[src/sv/voxel_box_fill_and_count_macros.svh]
// Assertion macros shared by the voxel box fill RTL.
// No dependencies; included by files that carry concurrent checks.
`ifndef VOXEL_BOX_FILL_AND_COUNT_MACROS_SVH
`define VOXEL_BOX_FILL_AND_COUNT_MACROS_SVH

// Same-cycle implication, disabled while reset is asserted.
`define VBF_ASSERT_IMPL(label, clk, rst_n, ante, cons, msg) \
    label: assert property (@(posedge clk) disable iff (!rst_n) (ante) |-> (cons)) \
        else $error(msg);

// Next-cycle implication, disabled while reset is asserted.
`define VBF_ASSERT_NEXT(label, clk, rst_n, ante, cons, msg) \
    label: assert property (@(posedge clk) disable iff (!rst_n) (ante) |=> (cons)) \
        else $error(msg);

`endif

[src/sv/vbf_pkg.sv]
// Shared types and constants for the voxel box fill block.
// No dependencies; imported by every module of the block.
package vbf_pkg;

    localparam int COORD_W    = 18;
    localparam int COUNT_W    = 22;
    localparam int CFG_IDX_W  = 3;
    localparam int IN_DATA_W  = 112;   // six 18-bit bounds, padded to bytes
    localparam int OUT_DATA_W = 24;    // 22-bit count, padded to bytes
    localparam int AXES       = 3;

    localparam logic [COUNT_W-1:0] COUNT_MAX = '1;

    typedef logic signed [COORD_W-1:0] t_coord;

    localparam t_coord WIN_LOW_RST  = -18'sd50;
    localparam t_coord WIN_HIGH_RST = 18'sd50;

    localparam logic [CFG_IDX_W-1:0] CFG_X_LOW  = 3'd0;
    localparam logic [CFG_IDX_W-1:0] CFG_X_HIGH = 3'd1;
    localparam logic [CFG_IDX_W-1:0] CFG_Y_LOW  = 3'd2;
    localparam logic [CFG_IDX_W-1:0] CFG_Y_HIGH = 3'd3;
    localparam logic [CFG_IDX_W-1:0] CFG_Z_LOW  = 3'd4;
    localparam logic [CFG_IDX_W-1:0] CFG_Z_HIGH = 3'd5;

    typedef struct packed {
        logic skip;    // cuboid reaches outside the usable window
        logic empty;   // min above max on some axis
    } t_plan;

    typedef struct packed {
        logic rd;      // read a row for read-modify-write
        logic clr;     // write a zero row (reset sweep)
        logic on;      // set (1) or clear (0) the masked cells
    } t_rmw_ctl;

endpackage

[src/sv/vbf_window.sv]
// Window test and offset computation for one cuboid.
// Depends on vbf_pkg; results are registered when i_en is high.
module vbf_window import vbf_pkg::*; #(
    parameter int SIDE = 128,
    localparam int OW = $clog2(SIDE)
) (
    input  logic          i_clk,
    input  logic          i_rst_n,
    input  logic          i_en,
    input  t_coord        i_win_lo  [AXES],
    input  t_coord        i_win_hi  [AXES],
    input  t_coord        i_box_min [AXES],
    input  t_coord        i_box_max [AXES],
    output t_plan         o_plan,
    output logic [OW-1:0] o_off_lo  [AXES],
    output logic [OW-1:0] o_off_hi  [AXES]
);

    logic signed [COORD_W:0] w_lo   [AXES];
    logic signed [COORD_W:0] w_hi   [AXES];
    logic signed [COORD_W:0] w_top  [AXES];
    logic signed [COORD_W:0] w_min  [AXES];
    logic signed [COORD_W:0] w_max  [AXES];
    logic signed [COORD_W:0] w_dlo  [AXES];
    logic signed [COORD_W:0] w_dhi  [AXES];
    t_plan                   n_plan;

    always_comb begin
        n_plan = '0;
        for (int a = 0; a < AXES; a++) begin
            w_lo[a]  = (COORD_W+1)'(i_win_lo[a]);
            w_hi[a]  = (COORD_W+1)'(i_win_hi[a]);
            w_min[a] = (COORD_W+1)'(i_box_min[a]);
            w_max[a] = (COORD_W+1)'(i_box_max[a]);
            // usable high bound is limited to SIDE cells from the low corner
            w_top[a] = w_lo[a] + (COORD_W+1)'(SIDE - 1);
            if (w_hi[a] < w_top[a]) begin
                w_top[a] = w_hi[a];
            end
            if (w_min[a] < w_lo[a] || w_max[a] > w_top[a]) begin
                n_plan.skip = 1'b1;
            end
            if (w_min[a] > w_max[a]) begin
                n_plan.empty = 1'b1;
            end
            w_dlo[a] = w_min[a] - w_lo[a];
            w_dhi[a] = w_max[a] - w_lo[a];
        end
    end

    always_ff @(posedge i_clk) begin
        if (!i_rst_n) begin
            o_plan <= '0;
        end else if (i_en) begin
            o_plan <= n_plan;
        end
    end

    // offsets are only meaningful when the cuboid passes and is not empty
    always_ff @(posedge i_clk) begin
        if (i_en) begin
            for (int a = 0; a < AXES; a++) begin
                o_off_lo[a] <= w_dlo[a][OW-1:0];
                o_off_hi[a] <= w_dhi[a][OW-1:0];
            end
        end
    end

endmodule

[config.mk]
export PLATFORM = sky130hd
export DESIGN_NAME = vbf_window
export DESIGN_NICKNAME = d
export VERILOG_FILES = /design/src/sv/voxel_box_fill_and_count_macros.svh /design/src/sv/vbf_pkg.sv /design/src/sv/vbf_window.sv
export SDC_FILE = /design/constraint.sdc
export NUM_CORES = 1
export LEC_CHECK = 0
export ABC_CLOCK_PERIOD_IN_PS = 7000
export CORE_AREA = 2 2 132 134
export DETAILED_ROUTE_END_ITERATION = 7
export DIE_AREA = 0 0 134 136
export DONT_BUFFER_PORTS = 1
export PLACE_DENSITY = 0.69
export SYNTH_ARGS = -nofsm -noshare
export SYNTH_HDL_FRONTEND = slang
export SYNTH_SLANG_ARGS = --single-unit
[constraint.sdc]
create_clock -name i_clk -period 7 [get_ports i_clk]
set_input_delay 0 -clock i_clk [delete_from_list [all_inputs] [get_ports i_clk]]
set_output_delay 0 -clock i_clk [all_outputs]
set_load 0.05 [all_outputs]
Word-level counts from Yosys, hierarchy flattened --
Index checks and enable logic that the tools add are counted. Widths: inputs -> output; s select.
Word-level totals: logic and storage cells 41, flip-flop bits (word level) 44, output and inout port bits 44, bits of input ports 219
Operators by class: $lt $le $gt $ge 12, reduce and logical (&&, ||, !) cells 3, add/subtract/negate cells 9, muxes and demuxes 9
Operators by type and width (number):
- $add 18x8->19 const B | 3
- $gt 18x19->1 | 3
- $lt 18x19->1 | 3
- $mux 19 | 3
- $gt 18x18->1 | 3
- $lt 18x18->1 | 3
- $sub 7x7->7 | 6
- $mux 1 | 6
- $logic_or 1x1->1 | 3

Depth between registers and ports, before layout --
depth after elaboration 8, depth in mapped cells 23

Worst setup path after synthesis --
No wires, ideal clock.
path kind input -> register, start in i_win_lo[19] (netlist name), end reg o_plan[1] (netlist name), slack 2657 ps, path buffers 1, stages 22, arrival 4216 ps, cells stage by stage inv_1 -> ha_1 -> and3_1 -> nand2_1 -> nand3_1 -> nor4_1 -> xnor2_1 -> ha_1 -> a21o_1 -> a2111oi_0 -> o21ai_0 -> o22ai_4 -> buf_4 -> nor2_1 -> a21oi_1 -> ha_1 -> a21o_1 -> a221o_1 -> a2111oi_0 -> o21ai_0 -> nor4b_1 -> a31oi_1
Between the ends: word-level cells in the longest chain between the ends 7, elaborated cells on any way between the ends 8, those cells by class 1 x add/sub; 3 x order compare; 3 x mux; 1 x reduce/logical
Ends and longest elaborated chain:
- start, declared | line vbf_window.sv:10 | input t_coord i_win_lo [AXES],
- $add 18x8->19 | line vbf_window.sv:36 | w_top[a] = w_lo[a] + (COORD_W+1)'(SIDE - 1);
- $lt 18x19->1 | line vbf_window.sv:37 | if (w_hi[a] < w_top[a]) begin
- $mux 19 | line vbf_window.sv:37
- $gt 18x19->1 | line vbf_window.sv:40 | if (w_min[a] < w_lo[a] || w_max[a] > w_top[a]) begin
- $logic_or 1x1->1 (*) | line vbf_window.sv:40
- $mux 1 (*) (2 in a row) | line vbf_window.sv:40
- end signal, assigned | line vbf_window.sv:55 | o_plan <= n_plan;
- end, declared | line vbf_window.sv:14 | output t_plan o_plan,
Every way passes the cells marked *; elsewhere a longest branch is shown, timed or not. A chain may end at the register's enable or synchronous reset.

Worst setup path after layout --
Same ends and word-level chain as after synthesis.

==> results.py <==
metrics = {
    "run_status": {
        "status": "completed",
    },
    "layout": {
        "drive_gt1_share_pct": 4.27,
        "layout_commonest_cell": "ha_1",
        "nFillCells": 1561,
        "layout_common_cells": "ha_1, inv_1, a21oi_1, xnor2_1, nor2_1",
        "fin_nets": 1542,
        "utilization_pct": 56.2,
        "diodes": 0,
        "synthToLayoutAreaGrowth_pct": 4.49,
    },
    "timing": {
        "min_period_ns": 4.91,
        "tns_ns": 0,
        "finalSetupViolCount": 0,
        "hold_viol_final": 0,
        "slew_violations": 0,
        "slew_headroom_pct": 43.2,
        "clock.fmax_mhz": 203,
        "rsz0062_at_grt": "false",
        "period_share_pct": 70.2,
        "worst_slew_pin_slew_ns": 0.852,
        "clock_skew_ns": 0,
    },
    "setup_path": {
        "path_cells": "inv_1 -> ha_1 -> and3_1 -> nand2_1 -> nand3_1 -> nor4_1 -> xnor2_1 -> ha_1 -> a21o_1 -> a2111oi_0 -> o21ai_0 -> o22ai_4 -> nor2_1 -> a21oi_1 -> ha_1 -> a21o_1 -> a221o_1 -> a2111oi_0 -> o21ai_0 -> nor4b_1 -> a31oi_1",
        "crit_start": "i_win_lo[19]",
        "arrival_ns": 5.09,
        "path_common_cell": "ha_1",
        "ff2ff_path_depth": 2,
        "slowest_stage": "o22ai_4",
        "critPathKind": "primary input to flip-flop",
        "r2r_start": "o_plan[1]",
        "worstSetupEndpointType": "flip-flop",
        "cp_max_fo": 37,
        "cp_data_required_time_ns": 7.17,
        "critPathLaunchType": "primary input",
        "cp_slowest_stage_delay_ns": 0.68,
    },
    "floorplanning": {
        "initial_utilization_pct": 53.8,
        "fp.dieW_um": 134,
        "core_um2": 16900,
        "chipHeight_um": 136,
        "io_pins": 263,
        "design.die.area_um2": 18200,
        "num_rows": 48,
    },
    "min_path": {
        "hold_class": "primary input to flip-flop",
        "worstHoldStart": "i_en",
        "min_path_cells": 3,
    },
    "synthesis": {
        "yosys_warnings": 0,
        "syn-num-nets": 1538,
        "ys_ff_latch": 44,
        "synth_area_leader_cell": "ha_1",
        "synth_top_area_share_pct": 33.1,
        "yosysUniqueCellTypes": 61,
        "synth_edf_count": 42,
        "ys_seq_area_share_pct": 14.3,
        "syn-cell-area_um2": 9080,
        "postSynthAreaPerCell_um2": 8.46,
        "synthCells": 1073,
        "synth_top_cells_by_area": "ha_1, edfxtp_1, inv_1",
        "async_reset_ff_share_pct": 0,
        "synthFlopType": "edfxtp_1",
    },
    "clock_network": {
        "cts_tree": "yes",
        "clk_pin_slew_ns": 0.06,
        "clock_path_buffers": 2,
        "h-tree-depth": 2,
        "clk_latency_ns": 0.29,
        "post_cts_resized": 0,
        "cts_inserted_buffers": 5,
        "post_cts_buffers": 0,
        "cts.sinks": 44,
        "root_buffer": "clkbuf_16",
    },
    "place": {
        "place_hpwl_um": 21200,
        "io_buffer_count": 0,
        "gp_congestion": 0.929,
    },
    "pwr": {
        "seqPwrFrac_pct": 37.6,
        "switchingPower_uw": 557,
        "vdd_drop_max_v": 0.000114,
        "pwr-share-clk_pct": 17.8,
        "p_per_area_nw_per_um2": 138,
        "intPower_uw": 748,
        "p_sw_share_pct": 42.7,
        "power.leakage_uw": 0.00470,
        "comb_power_share_pct": 44.7,
    },
    "routing": {
        "drc": 0,
        "antenna_left": 0,
        "wl_um": 23700,
        "vias": 7613,
        "dr.pass1.iters": 5,
        "avgViaCountPerCell": 5.84,
        "wl_per_cell_um": 18.2,
        "drtIter0Drc": 238,
    },
    "job": {
        "max_cap_violations": 0,
    },
    "global_routing": {
        "grt_overflow": 0,
        "grt_pass1_wl_um": 37200,
        "grt_max_degree": 45,
        "antenna_found_initial": 0,
        "grt_use_total_pct": 25.6,
        "grt_pass1_vias": 7561,
    },
}
## layer usage
metal | wire length [um] | track usage [%] | vias up
met5 | 0 | 0 | -
met2 | 11500 | 46.9 | 243
met4 | 562 | 5.56 | 0
met1 | 9390 | 28.4 | 3442
met3 | 2200 | 9.10 | 38
li1 | - | - | 3890
## sequential cells by signal, summed over array words and instances, names as in the netlist
register,flops
o_off_hi,21
o_off_lo,21
o_plan,2
## layout make-up
class / count / area (um^2) / share of cell area [%]
multi-input combinational: 855 / 7090 / 74.7
sequential: 44 / 1300 / 13.7
inverter: 167 / 627 / 6.61
tap: 225 / 282 / 2.97
clock buffer: 6 / 129 / 1.36
timing repair buffer: 4 / 47.5 / 0.501
clock inverter: 2 / 11.3 / 0.119
## power groups by stage
stage | registers (uW) | clock network (uW) | logic [uW]
finish | 490 | 232 | 583
global route | 494 | 247 | 674
CTS | 491 | 238 | 585
detailed placement | 496 | 0 | 574
global placement | 496 | 0 | 562
floorplan | 489 | 0 | 469
## final timing paths
path / endpoint / slack, ns
worst max register to register: o_plan[1] / 5.88
worst max-delay path: o_plan[1] / 2.09
worst min-delay path: o_plan[0] / 0.004
worst min register to register: o_plan[0] / 0.83
## cell families (layout without fill, tap and decap cells)
family / after synthesis / in the layout / synth area share [%]
mux: 23 / 23 / 3.20
buf+inv: 174 / 179 / 7.58
xor+xnor: 76 / 76 / 7.33
simple gates: 259 / 259 / 14.5
flops: 44 / 44 / 14.3
compound gates: 251 / 251 / 18.7
fa+ha+maj: 246 / 246 / 34.4
## cells in the mapped netlist, drive strengths merged (13+ instances only)
library cell and number:
edfxtp 42, nand2b 13, nor2b 17, xnor2 67, nand4 32, a21o 43
nor3 21, o21ai 48, nand2 44, inv 167, nor2 65, nand3 31
mux2 21, ha 240, a21oi 87
## critical path, delay by kind of cell
kind	cells	cell delay (ns)
adders and majority gates	3	0.75
buffers and inverters	1	0.05
xor gates and xnor gates	1	0.19
and+or+nand+nor	6	1.20
AOI/OAI and AO/OA	10	2.87
## through the flow
stage	instances	cell area [um^2]	hold slack [ns]	power [uW]	setup WS [ns]
final	1303	9490	0.00416	1300	2.09
after detailed placement	1292	9310	0.117	1070	1.75
after global routing	1303	9490	0.0149	1420	1.56
after floorplan	1073	9080	0.112	959	2.66
after global placement	1292	9310	0.117	1060	1.85
after CTS	1303	9490	0.000254	1310	2.04
## repair_timing
item	4_1_cts	5_1_grt
setup endpoints to repair	0	0
hold buffers	3	0
endpoints found under the hold margin	45	0
No activity file was read; power rests on OpenSTA's default activity.
