===== src/sv/voxel_box_fill_and_count_macros.svh =====
// Assertion macros shared by the voxel box fill RTL.
// No dependencies; included by files that carry concurrent checks.
`ifndef VOXEL_BOX_FILL_AND_COUNT_MACROS_SVH
`define VOXEL_BOX_FILL_AND_COUNT_MACROS_SVH

// Same-cycle implication, disabled while reset is asserted.
`define VBF_ASSERT_IMPL(label, clk, rst_n, ante, cons, msg) \
    label: assert property (@(posedge clk) disable iff (!rst_n) (ante) |-> (cons)) \
        else $error(msg);

// Next-cycle implication, disabled while reset is asserted.
`define VBF_ASSERT_NEXT(label, clk, rst_n, ante, cons, msg) \
    label: assert property (@(posedge clk) disable iff (!rst_n) (ante) |=> (cons)) \
        else $error(msg);

`endif


===== src/sv/vbf_pkg.sv =====
// Shared types and constants for the voxel box fill block.
// No dependencies; imported by every module of the block.
package vbf_pkg;

    localparam int COORD_W    = 18;
    localparam int COUNT_W    = 22;
    localparam int CFG_IDX_W  = 3;
    localparam int IN_DATA_W  = 112;   // six 18-bit bounds, padded to bytes
    localparam int OUT_DATA_W = 24;    // 22-bit count, padded to bytes
    localparam int AXES       = 3;

    localparam logic [COUNT_W-1:0] COUNT_MAX = '1;

    typedef logic signed [COORD_W-1:0] t_coord;

    localparam t_coord WIN_LOW_RST  = -18'sd50;
    localparam t_coord WIN_HIGH_RST = 18'sd50;

    localparam logic [CFG_IDX_W-1:0] CFG_X_LOW  = 3'd0;
    localparam logic [CFG_IDX_W-1:0] CFG_X_HIGH = 3'd1;
    localparam logic [CFG_IDX_W-1:0] CFG_Y_LOW  = 3'd2;
    localparam logic [CFG_IDX_W-1:0] CFG_Y_HIGH = 3'd3;
    localparam logic [CFG_IDX_W-1:0] CFG_Z_LOW  = 3'd4;
    localparam logic [CFG_IDX_W-1:0] CFG_Z_HIGH = 3'd5;

    typedef struct packed {
        logic skip;    // cuboid reaches outside the usable window
        logic empty;   // min above max on some axis
    } t_plan;

    typedef struct packed {
        logic rd;      // read a row for read-modify-write
        logic clr;     // write a zero row (reset sweep)
        logic on;      // set (1) or clear (0) the masked cells
    } t_rmw_ctl;

endpackage


===== src/sv/vbf_popcount.sv =====
// Registered population count of changed row bits and the running total.
// Depends on vbf_pkg; output count saturates at the 22-bit maximum.
module vbf_popcount import vbf_pkg::*; #(
    parameter int SIDE = 128
) (
    input  logic               i_clk,
    input  logic               i_rst_n,
    input  logic [SIDE-1:0]    i_chg,
    input  logic               i_chg_v,
    input  logic               i_on,
    output logic [COUNT_W-1:0] o_count,
    output logic               o_busy
);

    localparam int NGRP  = (SIDE + 7) / 8;
    localparam int NPART = (NGRP + 3) / 4;
    localparam int PW    = NGRP * 8;
    localparam int DW    = $clog2(SIDE + 1);
    localparam int TW    = $clog2(SIDE * SIDE * SIDE + 1);
    localparam int SW    = (TW > COUNT_W) ? TW : COUNT_W;

    logic [PW-1:0]    w_pad;
    logic [3:0]       n_grp  [NGRP];
    logic [3:0]       r_grp  [NGRP];
    logic [DW-1:0]    n_part [NPART];
    logic [DW-1:0]    r_part [NPART];
    logic [DW-1:0]    n_delta;
    logic [DW-1:0]    r_delta;
    logic             r_v1, r_v2, r_v3;
    logic [TW-1:0]    r_total;
    logic [SW-1:0]    w_total_ext;

    assign w_pad = PW'(i_chg);

    always_comb begin
        for (int g = 0; g < NGRP; g++) begin
            n_grp[g] = '0;
            for (int b = 0; b < 8; b++) begin
                n_grp[g] = n_grp[g] + 4'(w_pad[g*8 + b]);
            end
        end
        for (int k = 0; k < NPART; k++) begin
            n_part[k] = '0;
            for (int j = 0; j < 4; j++) begin
                if (k*4 + j < NGRP) begin
                    n_part[k] = n_part[k] + DW'(r_grp[k*4 + j]);
                end
            end
        end
        n_delta = '0;
        for (int k = 0; k < NPART; k++) begin
            n_delta = n_delta + r_part[k];
        end
    end

    always_ff @(posedge i_clk) begin
        r_grp   <= n_grp;
        r_part  <= n_part;
        r_delta <= n_delta;
    end

    // every change within one cuboid goes the same way
    always_ff @(posedge i_clk) begin
        if (!i_rst_n) begin
            r_v1    <= 1'b0;
            r_v2    <= 1'b0;
            r_v3    <= 1'b0;
            r_total <= '0;
        end else begin
            r_v1 <= i_chg_v;
            r_v2 <= r_v1;
            r_v3 <= r_v2;
            if (r_v3) begin
                if (i_on) begin
                    r_total <= r_total + TW'(r_delta);
                end else begin
                    r_total <= r_total - TW'(r_delta);
                end
            end
        end
    end

    assign w_total_ext = SW'(r_total);
    assign o_count = (w_total_ext > SW'(COUNT_MAX)) ? COUNT_MAX : w_total_ext[COUNT_W-1:0];
    assign o_busy  = r_v1 | r_v2 | r_v3;

endmodule

===== config.mk =====
export PLATFORM = sky130hd
export DESIGN_NAME = vbf_popcount
export DESIGN_NICKNAME = d
export VERILOG_FILES = /design/src/sv/voxel_box_fill_and_count_macros.svh /design/src/sv/vbf_pkg.sv /design/src/sv/vbf_popcount.sv
export SDC_FILE = /design/constraint.sdc
export NUM_CORES = 1
export LEC_CHECK = 0
export ABC_CLOCK_PERIOD_IN_PS = 3800
export BUFFER_PORTS_ARGS = -buffer_cell sky130_fd_sc_hd__clkbuf_2
export CORE_MARGIN = 3
export CORE_UTILIZATION = 40
export CTS_CLUSTER_DIAMETER = 150
export DETAILED_ROUTE_END_ITERATION = 8
export GPL_ROUTABILITY_DRIVEN = 0
export PLACE_DENSITY = 0.61
export RECOVER_POWER = 25
export SLEW_MARGIN = 20
export SYNTH_ARGS = -nofsm -noshare
export SYNTH_HDL_FRONTEND = slang
export SYNTH_SLANG_ARGS = --single-unit

===== constraint.sdc =====
create_clock -name i_clk -period 3.8 [get_ports i_clk]
set_input_delay 0.57 -clock i_clk [delete_from_list [all_inputs] [get_ports i_clk]]
set_output_delay 0.57 -clock i_clk [all_outputs]
set_load 0.1 [all_outputs]

* After elaboration in Yosys (flattened, before gate mapping)
Cells that the tools add are included.
** Operators by class
- Mux-type cells :: 2
- Bitwise operators :: 2
- Add/sub/neg operators :: 129
- $lt $le $gt $ge :: 1
** Operator list (count)
- adder 4 x 1 -> 4 bit :: 64
- adder 3 x 1 -> 4 bit :: 16
- adder 2 x 1 -> 3 bit :: 16
- 2-to-1 mux 22 bit :: 2
- adder 1 x 1 -> 2 bit :: 16
- adder 6 x 4 -> 7 bit :: 4
- adder 5 x 4 -> 6 bit :: 4
- adder 22 x 8 -> 22 bit :: 1
- greater-than comparator 22 bit, second input constant :: 1
- subtractor 22 x 8 -> 22 bit :: 1
- adder 4 x 4 -> 5 bit :: 4
- adder 8 x 7 -> 8 bit :: 2
- adder 7 x 7 -> 8 bit :: 1
- bitwise OR 1 bit :: 2
** Word-level totals
- Word-level logic and storage cells :: 159
- Output and inout bits :: 23
- Bits of input ports :: 132
- Register bits :: 125

* Logic depth before layout (Yosys ltp)
- Depth after elaboration :: 7
- Gate-level depth with buffers :: 14
- Depth with buffers taken out :: 14

* Least setup slack after synthesis
Ideal clock, no wire load.
- Path kind :: flip-flop to flip-flop
- Start point :: register r_delta[1]
- End point :: register r_total[21]
- Stages on the path, launching flop included :: 13
- Setup slack :: 0.821 ns
- Clock period less this slack :: 2.979 ns
- Arrival :: 2.861 ns
- Path buffers :: 0
- Setup time :: 0.118 ns
- Required time :: 3.682 ns
- Cells stage by stage :: dfxtp_1 nor3_2 and4bb_2 ha_1 mux2_2 ha_1 o21ai_1 nor2_2 o32ai_2 nor3_2 o21ai_1 mux2_2 mux2i_1
** On the way
- Word-level cells in the longest chain between the ends :: 2
- Elaborated cells between the ends (all ways) :: 3
- Classes of those cells :: add/sub: 2; mux: 1
** RTL lines
- start, declared :: line vbf_popcount.sv:28 : logic [DW-1:0] r_delta;
- start signal, assigned :: line vbf_popcount.sv:59 : r_delta <= n_delta;
- subtractor 22 x 8 -> 22 bit / adder 22 x 8 -> 22 bit (equally long branches) :: line vbf_popcount.sv:77, vbf_popcount.sv:75
- 2-to-1 mux 22 bit (*) :: line vbf_popcount.sv:74 : if (i_on) begin
- end signal, assigned :: line vbf_popcount.sv:75 : r_total <= r_total + TW'(r_delta);
- end signal, assigned :: line vbf_popcount.sv:77 : r_total <= r_total - TW'(r_delta);
- end, declared :: line vbf_popcount.sv:30 : logic [TW-1:0] r_total;
Every way passes the cells marked *; elsewhere a longest branch is shown, timed or not.
A chain may end at the register's enable or synchronous reset.

* Worst setup path in the final report
- Start point :: register r_delta[0]
- End point :: register r_total[21]
Same word-level chain as after synthesis.

==> results.md <==
- Crit path time final: 3308 ps
- Top_reg_cell synth: dfxtp_1
- Largest net degree at the start of global routing: 27
- CP Max Fanout: 4
- Number of cells after detailed placement: 1212
- Most used cell, CP: ha_1
- Post-synth EDFFs: 0
- Final Setup Violations: 0
- Mapped Avg Cell Area: 10.41 um2
- R2R Setup Slk: roughly 490 ps
- Core area: 20560 um2
- VDD IR-drop max: between 400 and 500 uV
- Ant diodes: 0
- Fill cell count: 1942
- Reg power frac: 25.5%
- Critical path data arrival time: between 3000 and 4000 ps
- Period utilization: 87.05%
- Area growth syn-to-layout: 18.15%
- Share of layout cells above drive strength 1: 18.38%
- Biggest cell delay along the critical path: 480 ps
- Ys Warns: 0
- Reg-to-reg startpoint: r_delta[0]$_DFF_P_
- FF+latch count, synth: between 100 and 150
- Switch share: roughly 40%
- Synth top area share: 28.41%
- Hold path startpoint: i_chg[74]
- Syn Inst Count: 819
- Post-route DRC: 0
- Number of global-route vias before repair: 5900
- Worst-Margin Slew: about 1200 ps
- CTS hold repair buffers: 0
- Comb power frac: a little under three fifths
- Port Buf Inserts: 154
- Clock Power Share: 19.4%
- Clk Latency, worst-skew pair: 420 ps
- GRT Total Usage: 13.63%
- Drt first pass iters: 4
- Most frequent cells in the layout: inv_1 (181), clkbuf_2 (132), dfxtp_1 (121), fa_1 (109), ha_1 (99)
- Grt ovf: 0
- CP startpoint kind: flop
- Crit. End Element: flop
- Slowest CP cell: nor4_1
- Die Ht: 152.0 um
- CP Class: flop to flop
- RSZ-0062 raised after global routing: false
- CTS max path bufs: 2
- Hold Vio Cnt, Final: 0
- Crit-path cells: inv_1, ha_1, nand2b_1, nor4_1, nor2_1, xor2_1, ha_1, a211oi_2, nor2_2, o32ai_2, nor3_2, o21ai_1, mux2_2, mux2i_1
- CTS Buf Count: 17
- Final ANT Viol Nets: 0
- Worst reg2reg path depth: 14
- Largest area contributor in the netlist: dfxtp_1
- Max_slew headroom: 19.28%
- Row cnt: 52
- Min-delay worst type: input port to flop
- Critical R2R Capture: r_total[21]$_SDFFE_PN0P_
- Starting Density: 41.47%
- Top cells by area, synth: dfxtp_1 (28%), fa_1 (26%), ha_1 (15%)
- Drt first-iter violations: 138
- Multi-input combinational cell area: 5300 um2
- Ports: 155
- Die Width: between 150 and 200 um
- Vias per cell: ~4.4
- Post-cts resize count: 0
- Worst path required time: 4100 ps
- Mapped Area: 8527 um2
- Hold depth: 2
- DR WL/cell: 11.83 um
- Sequential element share of the synthesized area: between 20 and 30%
- Post-synth ARST share: 0%
- Net count, final: 1301
- First-pass GRT wire length: around 26000 um
- Total negative slack: 0 ps
- Clk_skew: a little under 10 ps
- CTS tree: done
- CP Buf/Inv Count: 1
- Register Area: 2422 um2
- Run status: finished, final reports clean
- H-tree Lvls: 4
- Count of final max-slew check failures: 0
- CTS clk-pin slew, worst paths: 60 ps
- Via count: 5508
- CP delay by family, top: simple AND/OR/NAND/NOR gates
- Min-Delay Endpoint: r_grp[24]$_DFF_P_
- Max cap viols: 0
- Root Buffer: clkbuf_16
- Final HPWL from detailed placement: between 10000 and 15000 um
- Syn_nets: around 1200
- Commonest non-fill, non-tap cell in the layout: inv_1
- CTS Sinks: 121
- Fmax: 0.3023 GHz
- Final instance count without filler cells: between 1000 and 1500
- Synth unique cells: 52
- PwrDens: between 800 and 900 nW/um2
- LEAKAGE: slightly above 5 nW
- Initial antenna violation count: 0
- Post-Route WL: 14720 um
- Internal: roughly 5 mW
- Die area: 23110 um2
- Postcts setup bufs: 0
- Net Sw Power: 3.202 mW
## worst register-to-register path, cell delays in order (launching register included)
cell and delay, ps:
dfxtp_1 330, inv_1 60, ha_1 160, nand2b_1 80, nor4_1 480, nor2_1 110, xor2_1 230, ha_1 310
a211oi_2 260, nor2_2 80, o32ai_2 360, nor3_2 120, o21ai_1 160, mux2_2 350, mux2i_1 120
## layout make-up
class,count,share of cell area (%)
clock buffer,18,4.359
sequential,121,24.04
inverter,181,6.744
clock inverter,14,1.478
multi-input combinational,485,52.61
timing repair buffer,155,7.414
tap,270,3.353
## synthesized netlist by cell type, types with 6 or more instances
master    instances
inv_1           181
dfxtp_1         121
fa_1            109
ha_1             99
a21oi_1          46
nor2b_1          30
xor2_1           28
clkbuf_1         27
xnor2_1          20
a21o_1           18
nor2_1           16
nand2_1          15
o21ai_0          12
mux2i_1          11
nand4_1           8
nand2b_1          7
o21ai_1           6
## per-layer routing
layer | track usage, % | routed length (um) | vias up
met1 | 17.53 | 6734 | 2517
met4 | 3.853 | 180 | 0
li1 | - | - | 2847
met3 | 3.641 | 771 | 14
met5 | 0 | 0 | -
met2 | 22.76 | 7030 | 130
## state kept, by name, summed over array words and instances, names as in the netlist
register,cells
r_part,24
r_delta,8
r_v3,1
r_total,22
r_v1,1
r_grp,64
r_v2,1
## through the flow
step,hold slack (ps),power (mW),setup WS (ps),utilization [%],area [um2]
floorplan,420.9,5.753,820.8,-,8527
global placement,430.7,6.684,594.8,46.29,9518
detailed placement,440.7,6.742,512.1,46.29,9518
CTS,356.4,8.410,489.4,49.15,10110
global route,364.4,9.270,269.1,49.00,10070
finish,380.0,8.185,492.2,49.00,10070
## cell families after synthesis
| kind of cell | count (synthesis) | share of synthesized area (%) |
|---|---|---|
| buffers and inverters | 213 | 9.435 |
| AOI/OAI and AO/OA | 104 | 7.733 |
| adders and majority gates | 208 | 40.12 |
| xor gates and xnor gates | 48 | 4.930 |
| DFF | 121 | 28.41 |
| muxes | 14 | 1.687 |
| and+or+nand+nor | 111 | 7.689 |
## worst max path at each step
| stage | start | end | slack [ps] | depth (start not counted) |
|---|---|---|---|---|
| finish | r_delta[0]$_DFF_P_ | r_total[21]$_SDFFE_PN0P_ | 490 | 14 |
| global route | r_delta[1]$_DFF_P_ | r_total[21]$_SDFFE_PN0P_ | 270 | 14 |
| CTS | r_delta[0]$_DFF_P_ | r_total[21]$_SDFFE_PN0P_ | 490 | 14 |
| detailed placement | r_delta[0]$_DFF_P_ | r_total[21]$_SDFFE_PN0P_ | 510 | 14 |
| global placement | r_delta[0]$_DFF_P_ | r_total[21]$_SDFFE_PN0P_ | 590 | 14 |
| floorplan | r_delta[1]$_DFF_P_ | r_total[21]$_SDFFE_PN0P_ | 820 | 12 |
## power groups by stage
stage	combinational (mW)	sequential [mW]	clock, mW
2_1_floorplan	3.70	2.05	0
3_3_place_gp	4.56	2.12	0
3_5_place_dp	4.61	2.13	0
4_1_cts	4.67	2.10	1.64
5_1_grt	5.42	2.16	1.69
6_report	4.51	2.09	1.59
No activity file was read; power rests on OpenSTA's default activity.
